### src/design/ple_pkg.sv
// shared types, widths and codes for the positional list engine
// no dependencies; imported by every module of the block

package ple_pkg;

    localparam int KIND_W      = 3;
    localparam int POS_W       = 9;
    localparam int VAL_W       = 32;
    localparam int ST_W        = 3;
    localparam int LEN_W       = 9;
    localparam int DEPTH_DEF   = 256;
    localparam int IN_TDATA_W  = 48;
    localparam int OUT_TDATA_W = 56;

    typedef enum logic [KIND_W-1:0] {
        KIND_CLEAR  = 3'd0,
        KIND_INSERT = 3'd1,
        KIND_DELETE = 3'd2,
        KIND_GET    = 3'd3,
        KIND_LOCATE = 3'd4,
        KIND_PRED   = 3'd5,
        KIND_SUCC   = 3'd6
    } t_kind;

    typedef enum logic [ST_W-1:0] {
        ST_OK         = 3'd0,
        ST_BADPOS     = 3'd1,
        ST_EMPTY      = 3'd2,
        ST_NOTFOUND   = 3'd3,
        ST_NONEIGHBOR = 3'd4,
        ST_FULL       = 3'd5
    } t_status;

    // index register update
    typedef enum logic [2:0] {
        IDX_HOLD,
        IDX_ZERO,
        IDX_COUNT,
        IDX_POS,
        IDX_INC,
        IDX_DEC
    } t_idx_op;

    // address taken relative to the index register
    typedef enum logic [1:0] {
        ADR_IDX,
        ADR_IDX_M1,
        ADR_IDX_P1
    } t_adr_sel;

    typedef enum logic [1:0] {
        CNT_HOLD,
        CNT_CLEAR,
        CNT_INC,
        CNT_DEC
    } t_cnt_op;

    typedef struct packed {
        logic     load;
        t_idx_op  idx_op;
        logic     rd_en;
        t_adr_sel rd_sel;
        logic     wr_en;
        t_adr_sel wr_sel;
        logic     wr_value;
        t_cnt_op  cnt_op;
        logic     set_status;
        t_status  status;
        logic     cap_elem;
        logic     cap_found;
        logic     out_load;
    } t_cmd;

    typedef struct packed {
        t_kind kind;
        logic  pos_bad_ins;
        logic  pos_bad;
        logic  count_zero;
        logic  count_one;
        logic  count_full;
        logic  idx_ge_pos;
        logic  idx_lt_count;
        logic  idx_zero;
        logic  idx_last;
        logic  match;
        logic  out_free;
    } t_flags;

endpackage

### src/design/ple_ctrl.sv
// request sequencer of the positional list engine
// depends on ple_pkg; commands ple_datapath through t_cmd and reads its t_flags

module ple_ctrl import ple_pkg::*; (
    input  logic   i_clk,
    input  logic   i_rst_n,
    input  logic   i_s_tvalid,
    output logic   o_s_tready,
    input  t_flags i_flags,
    output t_cmd   o_cmd
);

    typedef enum logic [3:0] {
        S_IDLE,
        S_DECIDE,
        S_INS_CHK,
        S_INS_RD,
        S_INS_WR,
        S_INS_LAST,
        S_FETCH,
        S_CAPTURE,
        S_DEL_CHK,
        S_DEL_RD,
        S_DEL_WR,
        S_SCAN_RD,
        S_SCAN_CMP,
        S_NB_CAP,
        S_FINISH
    } t_state;

    t_state r_state;
    t_state n_state;

    assign o_s_tready = (r_state == S_IDLE);

    always_comb begin
        n_state          = r_state;
        o_cmd.load       = 1'b0;
        o_cmd.idx_op     = IDX_HOLD;
        o_cmd.rd_en      = 1'b0;
        o_cmd.rd_sel     = ADR_IDX;
        o_cmd.wr_en      = 1'b0;
        o_cmd.wr_sel     = ADR_IDX;
        o_cmd.wr_value   = 1'b0;
        o_cmd.cnt_op     = CNT_HOLD;
        o_cmd.set_status = 1'b0;
        o_cmd.status     = ST_OK;
        o_cmd.cap_elem   = 1'b0;
        o_cmd.cap_found  = 1'b0;
        o_cmd.out_load   = 1'b0;

        unique case (r_state)
            S_IDLE: begin
                if (i_s_tvalid) begin
                    o_cmd.load = 1'b1;
                    n_state    = S_DECIDE;
                end
            end
            S_DECIDE: begin
                n_state = S_FINISH;
                unique case (i_flags.kind)
                    KIND_CLEAR: begin
                        o_cmd.cnt_op = CNT_CLEAR;
                    end
                    KIND_INSERT: begin
                        if (i_flags.pos_bad_ins) begin
                            o_cmd.set_status = 1'b1;
                            o_cmd.status     = ST_BADPOS;
                        end else if (i_flags.count_full) begin
                            o_cmd.set_status = 1'b1;
                            o_cmd.status     = ST_FULL;
                        end else begin
                            o_cmd.idx_op = IDX_COUNT;
                            n_state      = S_INS_CHK;
                        end
                    end
                    KIND_DELETE: begin
                        if (i_flags.count_zero) begin
                            o_cmd.set_status = 1'b1;
                            o_cmd.status     = ST_EMPTY;
                        end else if (i_flags.pos_bad) begin
                            o_cmd.set_status = 1'b1;
                            o_cmd.status     = ST_BADPOS;
                        end else begin
                            o_cmd.idx_op = IDX_POS;
                            n_state      = S_FETCH;
                        end
                    end
                    KIND_GET: begin
                        if (i_flags.pos_bad) begin
                            o_cmd.set_status = 1'b1;
                            o_cmd.status     = ST_BADPOS;
                        end else begin
                            o_cmd.idx_op = IDX_POS;
                            n_state      = S_FETCH;
                        end
                    end
                    KIND_LOCATE, KIND_PRED, KIND_SUCC: begin
                        if (i_flags.count_zero) begin
                            o_cmd.set_status = 1'b1;
                            o_cmd.status     = ST_EMPTY;
                        end else if ((i_flags.kind == KIND_PRED) && i_flags.count_one) begin
                            o_cmd.set_status = 1'b1;
                            o_cmd.status     = ST_NONEIGHBOR;
                        end else begin
                            o_cmd.idx_op = IDX_ZERO;
                            n_state      = S_SCAN_RD;
                        end
                    end
                    default: begin
                        n_state = S_FINISH;
                    end
                endcase
            end
            S_INS_CHK: begin
                n_state = i_flags.idx_ge_pos ? S_INS_RD : S_INS_LAST;
            end
            S_INS_RD: begin
                o_cmd.rd_en  = 1'b1;
                o_cmd.rd_sel = ADR_IDX_M1;
                n_state      = S_INS_WR;
            end
            S_INS_WR: begin
                o_cmd.wr_en  = 1'b1;
                o_cmd.wr_sel = ADR_IDX;
                o_cmd.idx_op = IDX_DEC;
                n_state      = S_INS_CHK;
            end
            S_INS_LAST: begin
                o_cmd.wr_en    = 1'b1;
                o_cmd.wr_sel   = ADR_IDX;
                o_cmd.wr_value = 1'b1;
                o_cmd.cnt_op   = CNT_INC;
                n_state        = S_FINISH;
            end
            S_FETCH: begin
                o_cmd.rd_en  = 1'b1;
                o_cmd.rd_sel = ADR_IDX_M1;
                n_state      = S_CAPTURE;
            end
            S_CAPTURE: begin
                o_cmd.cap_elem = 1'b1;
                n_state        = (i_flags.kind == KIND_DELETE) ? S_DEL_CHK : S_FINISH;
            end
            S_DEL_CHK: begin
                if (i_flags.idx_lt_count) begin
                    n_state = S_DEL_RD;
                end else begin
                    o_cmd.cnt_op = CNT_DEC;
                    n_state      = S_FINISH;
                end
            end
            S_DEL_RD: begin
                o_cmd.rd_en  = 1'b1;
                o_cmd.rd_sel = ADR_IDX;
                n_state      = S_DEL_WR;
            end
            S_DEL_WR: begin
                o_cmd.wr_en  = 1'b1;
                o_cmd.wr_sel = ADR_IDX_M1;
                o_cmd.idx_op = IDX_INC;
                n_state      = S_DEL_CHK;
            end
            S_SCAN_RD: begin
                o_cmd.rd_en  = 1'b1;
                o_cmd.rd_sel = ADR_IDX;
                n_state      = S_SCAN_CMP;
            end
            S_SCAN_CMP: begin
                if (i_flags.match) begin
                    n_state = S_FINISH;
                    priority if (i_flags.kind == KIND_LOCATE) begin
                        o_cmd.cap_found = 1'b1;
                    end else if (i_flags.kind == KIND_PRED) begin
                        if (i_flags.idx_zero) begin
                            o_cmd.set_status = 1'b1;
                            o_cmd.status     = ST_NONEIGHBOR;
                        end else begin
                            o_cmd.rd_en  = 1'b1;
                            o_cmd.rd_sel = ADR_IDX_M1;
                            n_state      = S_NB_CAP;
                        end
                    end else begin
                        if (i_flags.idx_last) begin
                            o_cmd.set_status = 1'b1;
                            o_cmd.status     = ST_NONEIGHBOR;
                        end else begin
                            o_cmd.rd_en  = 1'b1;
                            o_cmd.rd_sel = ADR_IDX_P1;
                            n_state      = S_NB_CAP;
                        end
                    end
                end else if (i_flags.idx_last) begin
                    o_cmd.set_status = 1'b1;
                    o_cmd.status     = ST_NOTFOUND;
                    n_state          = S_FINISH;
                end else begin
                    o_cmd.idx_op = IDX_INC;
                    n_state      = S_SCAN_RD;
                end
            end
            S_NB_CAP: begin
                o_cmd.cap_elem = 1'b1;
                n_state        = S_FINISH;
            end
            S_FINISH: begin
                if (i_flags.out_free) begin
                    o_cmd.out_load = 1'b1;
                    n_state        = S_IDLE;
                end
            end
            default: begin
                n_state = S_IDLE;
            end
        endcase
    end

    always_ff @(posedge i_clk) begin
        if (!i_rst_n) begin
            r_state <= S_IDLE;
        end else begin
            r_state <= n_state;
        end
    end

`ifndef ASSERT_OFF
    // a scan read always lands inside the occupied entries
    a_scan_in_range: assert property (@(posedge i_clk) disable iff (!i_rst_n)
        (r_state == S_SCAN_RD) |-> i_flags.idx_lt_count)
        else $error("scan past end of list");
`endif

endmodule

### config.mk
export PLATFORM = sky130hd
export DESIGN_NAME = ple_ctrl
export DESIGN_NICKNAME = d
export VERILOG_FILES = /design/src/design/ple_pkg.sv /design/src/design/ple_ctrl.sv
export SDC_FILE = /design/constraint.sdc
export NUM_CORES = 1
export LEC_CHECK = 0
export BUFFER_PORTS_ARGS = -buffer_cell sky130_fd_sc_hd__buf_4
export CAP_MARGIN = 25
export CORE_UTILIZATION = 41
export DETAILED_ROUTE_END_ITERATION = 10
export HOLD_SLACK_MARGIN = 0.03
export PLACE_DENSITY = 0.72
export SYNTH_ARGS = -nofsm -noshare
export SYNTH_HDL_FRONTEND = slang
export SYNTH_SLANG_ARGS = --single-unit
### constraint.sdc
create_clock -name i_clk -period 1.3 [get_ports i_clk]
set_clock_uncertainty 0.1 [all_clocks]
set_input_delay 0.065 -clock i_clk [delete_from_list [all_inputs] [get_ports i_clk]]
set_output_delay 0.065 -clock i_clk [all_outputs]
set_load 0.05 [all_outputs]
==> flow_summary.toml, run 1 <==
[status]
outcome = "stopped before the end"
stop_stage = "4_1_cts"
toolErrorMsg = "[ERROR DPL-0033] detailed placement checks failed during check placement."

[cts]
cts_root_buf = "clkbuf_4"
h-tree-depth = 1
cts.sinks = 4
cts_resized = 45
clockBufferDepth = 2
cts_setup_buffers = 2
holdBufCountCts = 1
cts_buffers = 3

[logic_synthesis]
synthXorXnorAreaFrac = 0.0108
synth.distinct_cells = 49
synthSimpleGateAreaFrac = 0.440
syn_avg_cell_area_um2 = 6.64
synth_seq_cells = 4
synth_top_family_by_area = "simple AND/OR/NAND/NOR gates"
yosys_most_used_dff = "dfxtp_1"
synth_edf_count = 0
ys_warn_count = 0
muxShareOfSynthArea = 0
mappedNetlistArea_um2 = 810
async_reset_ff_frac = 0
syn_nets = 139
synth-compound-area-share = 0.362
yosys.area_share.adder = 0
syn_inst = 122
ys_seq_area_frac = 0.0989

[place]
gp_congestion = 0.896
hpwl_mm = 2.70
placed_area_um2 = 1530
place_ws_ns = -0.237
port-buffer-count = 36

[die]
initial_core_util = 0.454
die_y_um = 46.4
io_pins = 38
rows = 15
die_width_um = 46.4
[synthesized netlist by cell type (2+ instances only)]
cell       instances  share of area
nand2b_1           7          0.054
o211ai_1           2          0.019
a22oi_1            2          0.019
nor3_1             4          0.025
inv_1              5          0.023
nor2_1            14          0.065
a31oi_1            2          0.015
nand4bb_1          2          0.028
dfxtp_1            4          0.099
nand2_1            8          0.037
o21a_1             4          0.037
a21oi_1            5          0.031
inv_2              2         0.0093
o31ai_1            2          0.019
and2_1             2          0.015
o32ai_1            2          0.022
a21o_1             2          0.019
buf_2              6          0.037
nand3_1            5          0.031
nor2b_1            5          0.039
o21ai_0            5          0.031
a311oi_1           2          0.022
nor4_1             2          0.015
and3_1             3          0.023
[stage by stage]
step                hold WS (ns)  setup TNS (ns)  instances
detailed placement         0.218           -3.04        215
global placement           0.209           -2.38        215
floorplan                 0.0818           -5.14        122
[kinds of logic after synthesis]
kind of cell	count (synthesis)
and+or+nand+nor	61
AOI/OAI and AO/OA	40
buffers and inverters	15
DFF	4
xor gates and xnor gates	1
other	1
==> run 2, diff against run 1 <==
--- a/config.mk
+++ b/config.mk
@@ -7,10 +7,10 @@
 export LEC_CHECK = 0
 export BUFFER_PORTS_ARGS = -buffer_cell sky130_fd_sc_hd__buf_4
 export CAP_MARGIN = 25
-export CORE_UTILIZATION = 41
+export CORE_AREA = 2 2 63 65
 export DETAILED_ROUTE_END_ITERATION = 10
-export HOLD_SLACK_MARGIN = 0.03
-export PLACE_DENSITY = 0.72
+export DIE_AREA = 0 0 65 67
+export PLACE_DENSITY_LB_ADDON = 0.15
 export SYNTH_ARGS = -nofsm -noshare
 export SYNTH_HDL_FRONTEND = slang
 export SYNTH_SLANG_ARGS = --single-unit
==> constraint.sdc (replaced) <==
create_clock -name i_clk -period 1.7 [get_ports i_clk]
set_clock_uncertainty 0.1 [all_clocks]
set_input_delay 0.085 -clock i_clk [delete_from_list [all_inputs] [get_ports i_clk]]
set_output_delay 0.085 -clock i_clk [all_outputs]
set_load 0.05 [all_outputs]
==> flow_summary.toml, run 2 <==
[setup_path]
crit_start = "r_state[0]$_SDFFE_PN0P_"
end_kind = "output port"
required_ns = 1.51
endpoint = "o_cmd[6]"
reg2reg_from = "r_state[2]$_SDFFE_PN0P_"
r2r_cells = 5
path_class = "reg2out"
crit_path_start_kind = "flip-flop"
r2r-end = "r_state[2]$_SDFFE_PN0P_"
cp_max_fo = 5
r2r_slack_ns = 0.12
cp.arrival_ns = 1.57

[detailed_routing]
first_pass_iters = 4
dr.first_iter.drc_count = 48
viasPerCell = 5.16
ant_nets = 0
wl_per_cell_um = 14.5
wl_mm = 3.27
drc = 0
vias = 1166

[die]
die_y_um = 67
rows = 22
io_pins = 38
dieArea_um2 = 4360
die_width_um = 65
initial_core_util = 0.224
core_um2 = 3610

[final_layout]
areaGrowthSynthToFinish_pct = 96.9
reg_top3 = "r_state (4)"
seqCellArea_um2 = 95.1
multi_input_area_um2 = 846
fin_cells = 226
layout_commonest_cell = "buf_4"
num-nets-final = 197
diodes = 0
nFillCells = 373
largest_reg_flops = 4
final_cell_mix = "46 x buf_4, 14 x nor2_1, 14 x buf_6"
drive_above_1_share = 0.534
top_register = "r_state"

[logic_synthesis]
synth_most_common_cell = "nor2_1"
syn_inst = 122
synth_edf_count = 0
synth.distinct_cells = 49
ys_seq_area_frac = 0.0989
synth_area_leaders = "dfxtp_1 9.9%, nor2_1 6.5%, nand2b_1 5.4%"
syn_nets = 139
mappedNetlistArea_um2 = 810
synth_seq_cells = 4
yosys.area.top_type_share = 0.0989
ys_warn_count = 0
yosys-top-cells-count = "14 x nor2_1, 8 x nand2_1, 7 x nand2b_1"
synth_top_area_cell = "dfxtp_1"
async_reset_ff_frac = 0
syn_avg_cell_area_um2 = 6.64
yosys_most_used_dff = "dfxtp_1"

[flow_run]
cap_violations = 0

[pwr]
power.leakage_nw = 0.668
ir_drop_v = 0.000575
p_per_area_nw_per_um2 = 1480
total_power_mw = 2.35

[cts]
holdBufCountCts = 0
cts_tree = "done"
cts.clk_slew.worst_paths_ns = 0.03
h-tree-depth = 1
clock_latency_ns = 0.22
clockBufferDepth = 2
cts.sinks = 4
cts_root_buf = "clkbuf_8"
cts_buffers = 3

[timing]
drv_slew = 0
hold_viol_final = 0
period_share = 1.03
rsz0062_at_grt = "true"
fmax_mhz = 571
setup_viol = 4
setup_ws_ns = -0.0528
fin_crit_ns = 1.75

[grt]
met2_usage = 0.267
grt_use_met1 = 0.176
grt_busiest_layer = "met2"
antenna_found_initial = 0
grt_pass1_wl_mm = 5.04
grt_max_degree = 17
first_global_vias = 1101
grtUsageTotal = 0.150
grt.overflow.total = 0
met3_usage = 0.0152

[status]
violations = "negative setup slack"
outcome = "finished with violations"

[worst_hold_path]
hold_class = "in2reg"

[place]
port-buffer-count = 36
hpwl_mm = 2.44
gp_congestion = 0.815
placedCellCount = 215
run 2: critical path: stages, from the launching register on:
cell	delay [ns]
dfxtp_4	0.38
inv_4	0.05
nor4_4	0.30
nand3_4	0.18
o211ai_1	0.22
buf_4	0.23
run 2: per-stage QoR:
step | utilization | hold WS (ns) | setup WS, ns | TNS (ns) | cell area [um2]
after floorplan | - | 0.102 | -0.312 | -0.691 | 951
after global placement | 0.376 | 0.247 | 0.0379 | 0 | 1360
after detailed placement | 0.376 | 0.244 | 0.0467 | 0 | 1360
after CTS | 0.409 | 0.0148 | -0.0665 | -0.162 | 1470
after global routing | 0.442 | 0.0290 | -0.141 | -0.679 | 1590
final | 0.442 | 0.0156 | -0.0528 | -0.139 | 1590
run 2: report_power, final:
| group | switching (mW) | internal, mW |
|---|---|---|
| sequential | 0.0980 | 0.159 |
| clock | 0.0482 | 0.151 |
| combinational | 1.06 | 0.832 |
run 2: repair_timing:
action | 4_1_cts | 5_1_grt
gates cloned | 0 | 0
endpoints found under the setup margin | 12 | 13
resized for setup | 16 | 17
pin swaps | 4 | 5
setup buffers | 3 | 5
run 2: per-layer routing:
metal,routed length (um),share of wire
met4,87,0.027
met1,1340,0.41
met3,152,0.046
met2,1690,0.52
met5,0,0
run 2: logic make-up after synthesis:
logic type / count (synthesis) / share of synthesized area
xor gates and xnor gates: 1 / 0.0108
other: 1 / 0.00463
and+or+nand+nor: 61 / 0.441
DFF: 4 / 0.0989
AOI/OAI and AO/OA: 40 / 0.362
buffers and inverters: 15 / 0.0835
run 2: layout make-up:
cell class | count | share of cell area
Multi-Input combinational cell | 103 | 0.531
Timing Repair Buffer | 61 | 0.328
Sequential cell | 4 | 0.0597
Tap cell | 48 | 0.0377
Clock buffer | 3 | 0.0259
Inverter | 7 | 0.0181
run 2: worst min path at each step:
stage	from	end	slack [ns]	cells after the start
6_report	i_rst_n	r_state[2]$_SDFFE_PN0P_	0.02	2
5_1_grt	i_rst_n	r_state[2]$_SDFFE_PN0P_	0.03	2
4_1_cts	i_rst_n	r_state[2]$_SDFFE_PN0P_	0.01	2
3_5_place_dp	i_rst_n	r_state[2]$_SDFFE_PN0P_	0.24	2
3_3_place_gp	i_rst_n	r_state[1]$_SDFFE_PN0P_	0.25	2
2_1_floorplan	i_rst_n	r_state[2]$_SDFFE_PN0P_	0.10	1
Note: power is estimated with default switching activity, not from simulation.
==> run 3, diff against run 2 <==
==> constraint.sdc (replaced) <==
create_clock -name i_clk -period 1.7 [get_ports i_clk]
set_clock_uncertainty 0.1 [all_clocks]
set_input_delay 0.085 -clock i_clk [delete_from_list [all_inputs] [get_ports i_clk]]
set_output_delay 0.085 -clock i_clk [all_outputs]
set_load 0.02 [all_outputs]
==> flow_summary.toml, run 3 (same netlist as run 2, synthesis figures left out) <==
[grt]
grt_pass1_wl_mm = 5.18
grtUsageTotal = 0.156
grt_max_degree = 16
antenna_found_initial = 0
first_global_vias = 1085
grt.overflow.total = 0

[cts]
cts.sinks = 4
clock_latency_ns = 0.22
clockBufferDepth = 2
cts_buffers = 3
cts_root_buf = "clkbuf_8"
cts.clk_slew.worst_paths_ns = 0.03
h-tree-depth = 1
cts_tree = "done"

[detailed_routing]
viasPerCell = 5.12
ant_nets = 0
drc = 0
wl_per_cell_um = 14.6
vias = 1151
dr.first_iter.drc_count = 23
wl_mm = 3.29
first_pass_iters = 4

[pwr]
power.leakage_nw = 0.627
p_per_area_nw_per_um2 = 1370
total_power_mw = 1.95
ir_drop_v = 0.000573

[final_layout]
layout_commonest_cell = "buf_4"
utilization = 0.395
final_cell_mix = "58 x buf_4, 13 x nor2_1, 8 x nand2_1"
reg_top3 = "r_state (4)"
num-nets-final = 196
drive_above_1_share = 0.475
largest_reg_flops = 4
top_register = "r_state"
areaGrowthSynthToFinish_pct = 75.7
fin_area_um2 = 1420
diodes = 0

[timing]
setup_ws_ns = -0.0313
fin_crit_ns = 1.73
period_share = 1.02
whs_ns = 0.0101
totalNegativeSetupSlack_ns = -0.0822
drv_slew = 0
setup_viol = 3
hold_viol_final = 0
rsz0062_at_grt = "true"
fmax_mhz = 578

[place]
gp_congestion = 0.847
port-buffer-count = 36
placed_area_um2 = 1260
hpwl_mm = 2.50

[die]
die_width_um = 65
rows = 22
io_pins = 38
core_um2 = 3610
initial_core_util = 0.224
die_y_um = 67
dieArea_um2 = 4360

[setup_path]
cp.arrival_ns = 1.55
max_stage_delay_ns = 0.32
cp_max_fo = 5
end_kind = "output port"
cp_cell_sequence = "buf_6, nor4_4, nand3_2, o31ai_2, buf_4"
critPathSlowestCell = "dfxtp_2"
required_ns = 1.51
crit_path_start_kind = "flip-flop"
path_class = "reg2out"

[worst_hold_path]
hold_class = "in2reg"

[flow_run]
cap_violations = 0

[status]
outcome = "finished with violations"
violations = "negative setup slack"
## run 3: changes by cell type in the layout (fill, tap and decap cells not counted), sizes merged
| cell | delta |
|---|---|
| buf | -1 |
## run 3: what timing repair did
action | CTS | global route
pin swaps | 5 | 1
gates resized for setup | 13 | 9
hold buffers | 0 | 0
buffers inserted | 5 | 2
setup endpoints to repair | 13 | 10
## run 3: report_power, final
| part | internal [mW] | switching, mW |
|---|---|---|
| clock | 0.152 | 0.0578 |
| sequential | 0.153 | 0.0616 |
| combinational | 0.751 | 0.779 |
## run 3: stage by stage
stage          setup WS (ns)  cells
5_1_grt               -0.112    225
2_1_floorplan       -0.00382    122
3_3_place_gp          0.0813    215
3_5_place_dp          0.0827    215
4_1_cts              -0.0326    223
6_report             -0.0313    225
## run 3: path summary, 6_finish.rpt
check | startpoint | endpoint | slack [ns] | cells after the start
setup / recovery | r_state[2]$_SDFFE_PN0P_ | o_cmd[3] | -0.03 | 5
hold / removal | i_rst_n | r_state[2]$_SDFFE_PN0P_ | 0.01 | 2
setup reg to reg | r_state[1]$_SDFFE_PN0P_ | r_state[1]$_SDFFE_PN0P_ | 0.10 | 6
hold reg to reg | r_state[3]$_SDFFE_PN0P_ | r_state[3]$_SDFFE_PN0P_ | 0.63 | 3
## run 3: area by class of cell
class                      count  area [um2]
fill                         368        2180
multi-input combinational    103         733
timing repair buffer          60         467
sequential                     4        90.1
tap                           48        60.1
clock buffer                   3        41.3
inverter                       7        31.3
## run 3: routing by layer
| metal | wire length (um) | global-route usage | up-vias |
|---|---|---|---|
| met5 | 0 | 0 | - |
| met4 | 38 | 0.0559 | 0 |
| met3 | 162 | 0.0439 | 5 |
| met2 | 1590 | 0.263 | 30 |
| met1 | 1490 | 0.189 | 546 |
| li1 | - | - | 570 |
## run 3: worst max-delay path: cells and delay by family (launching register included)
| kind | cells | cell delay (ns) |
|---|---|---|
| AOI/OAI and AO/OA | 1 | 0.22 |
| and+or+nand+nor | 2 | 0.49 |
| DFF | 1 | 0.32 |
| buffers and inverters | 2 | 0.29 |
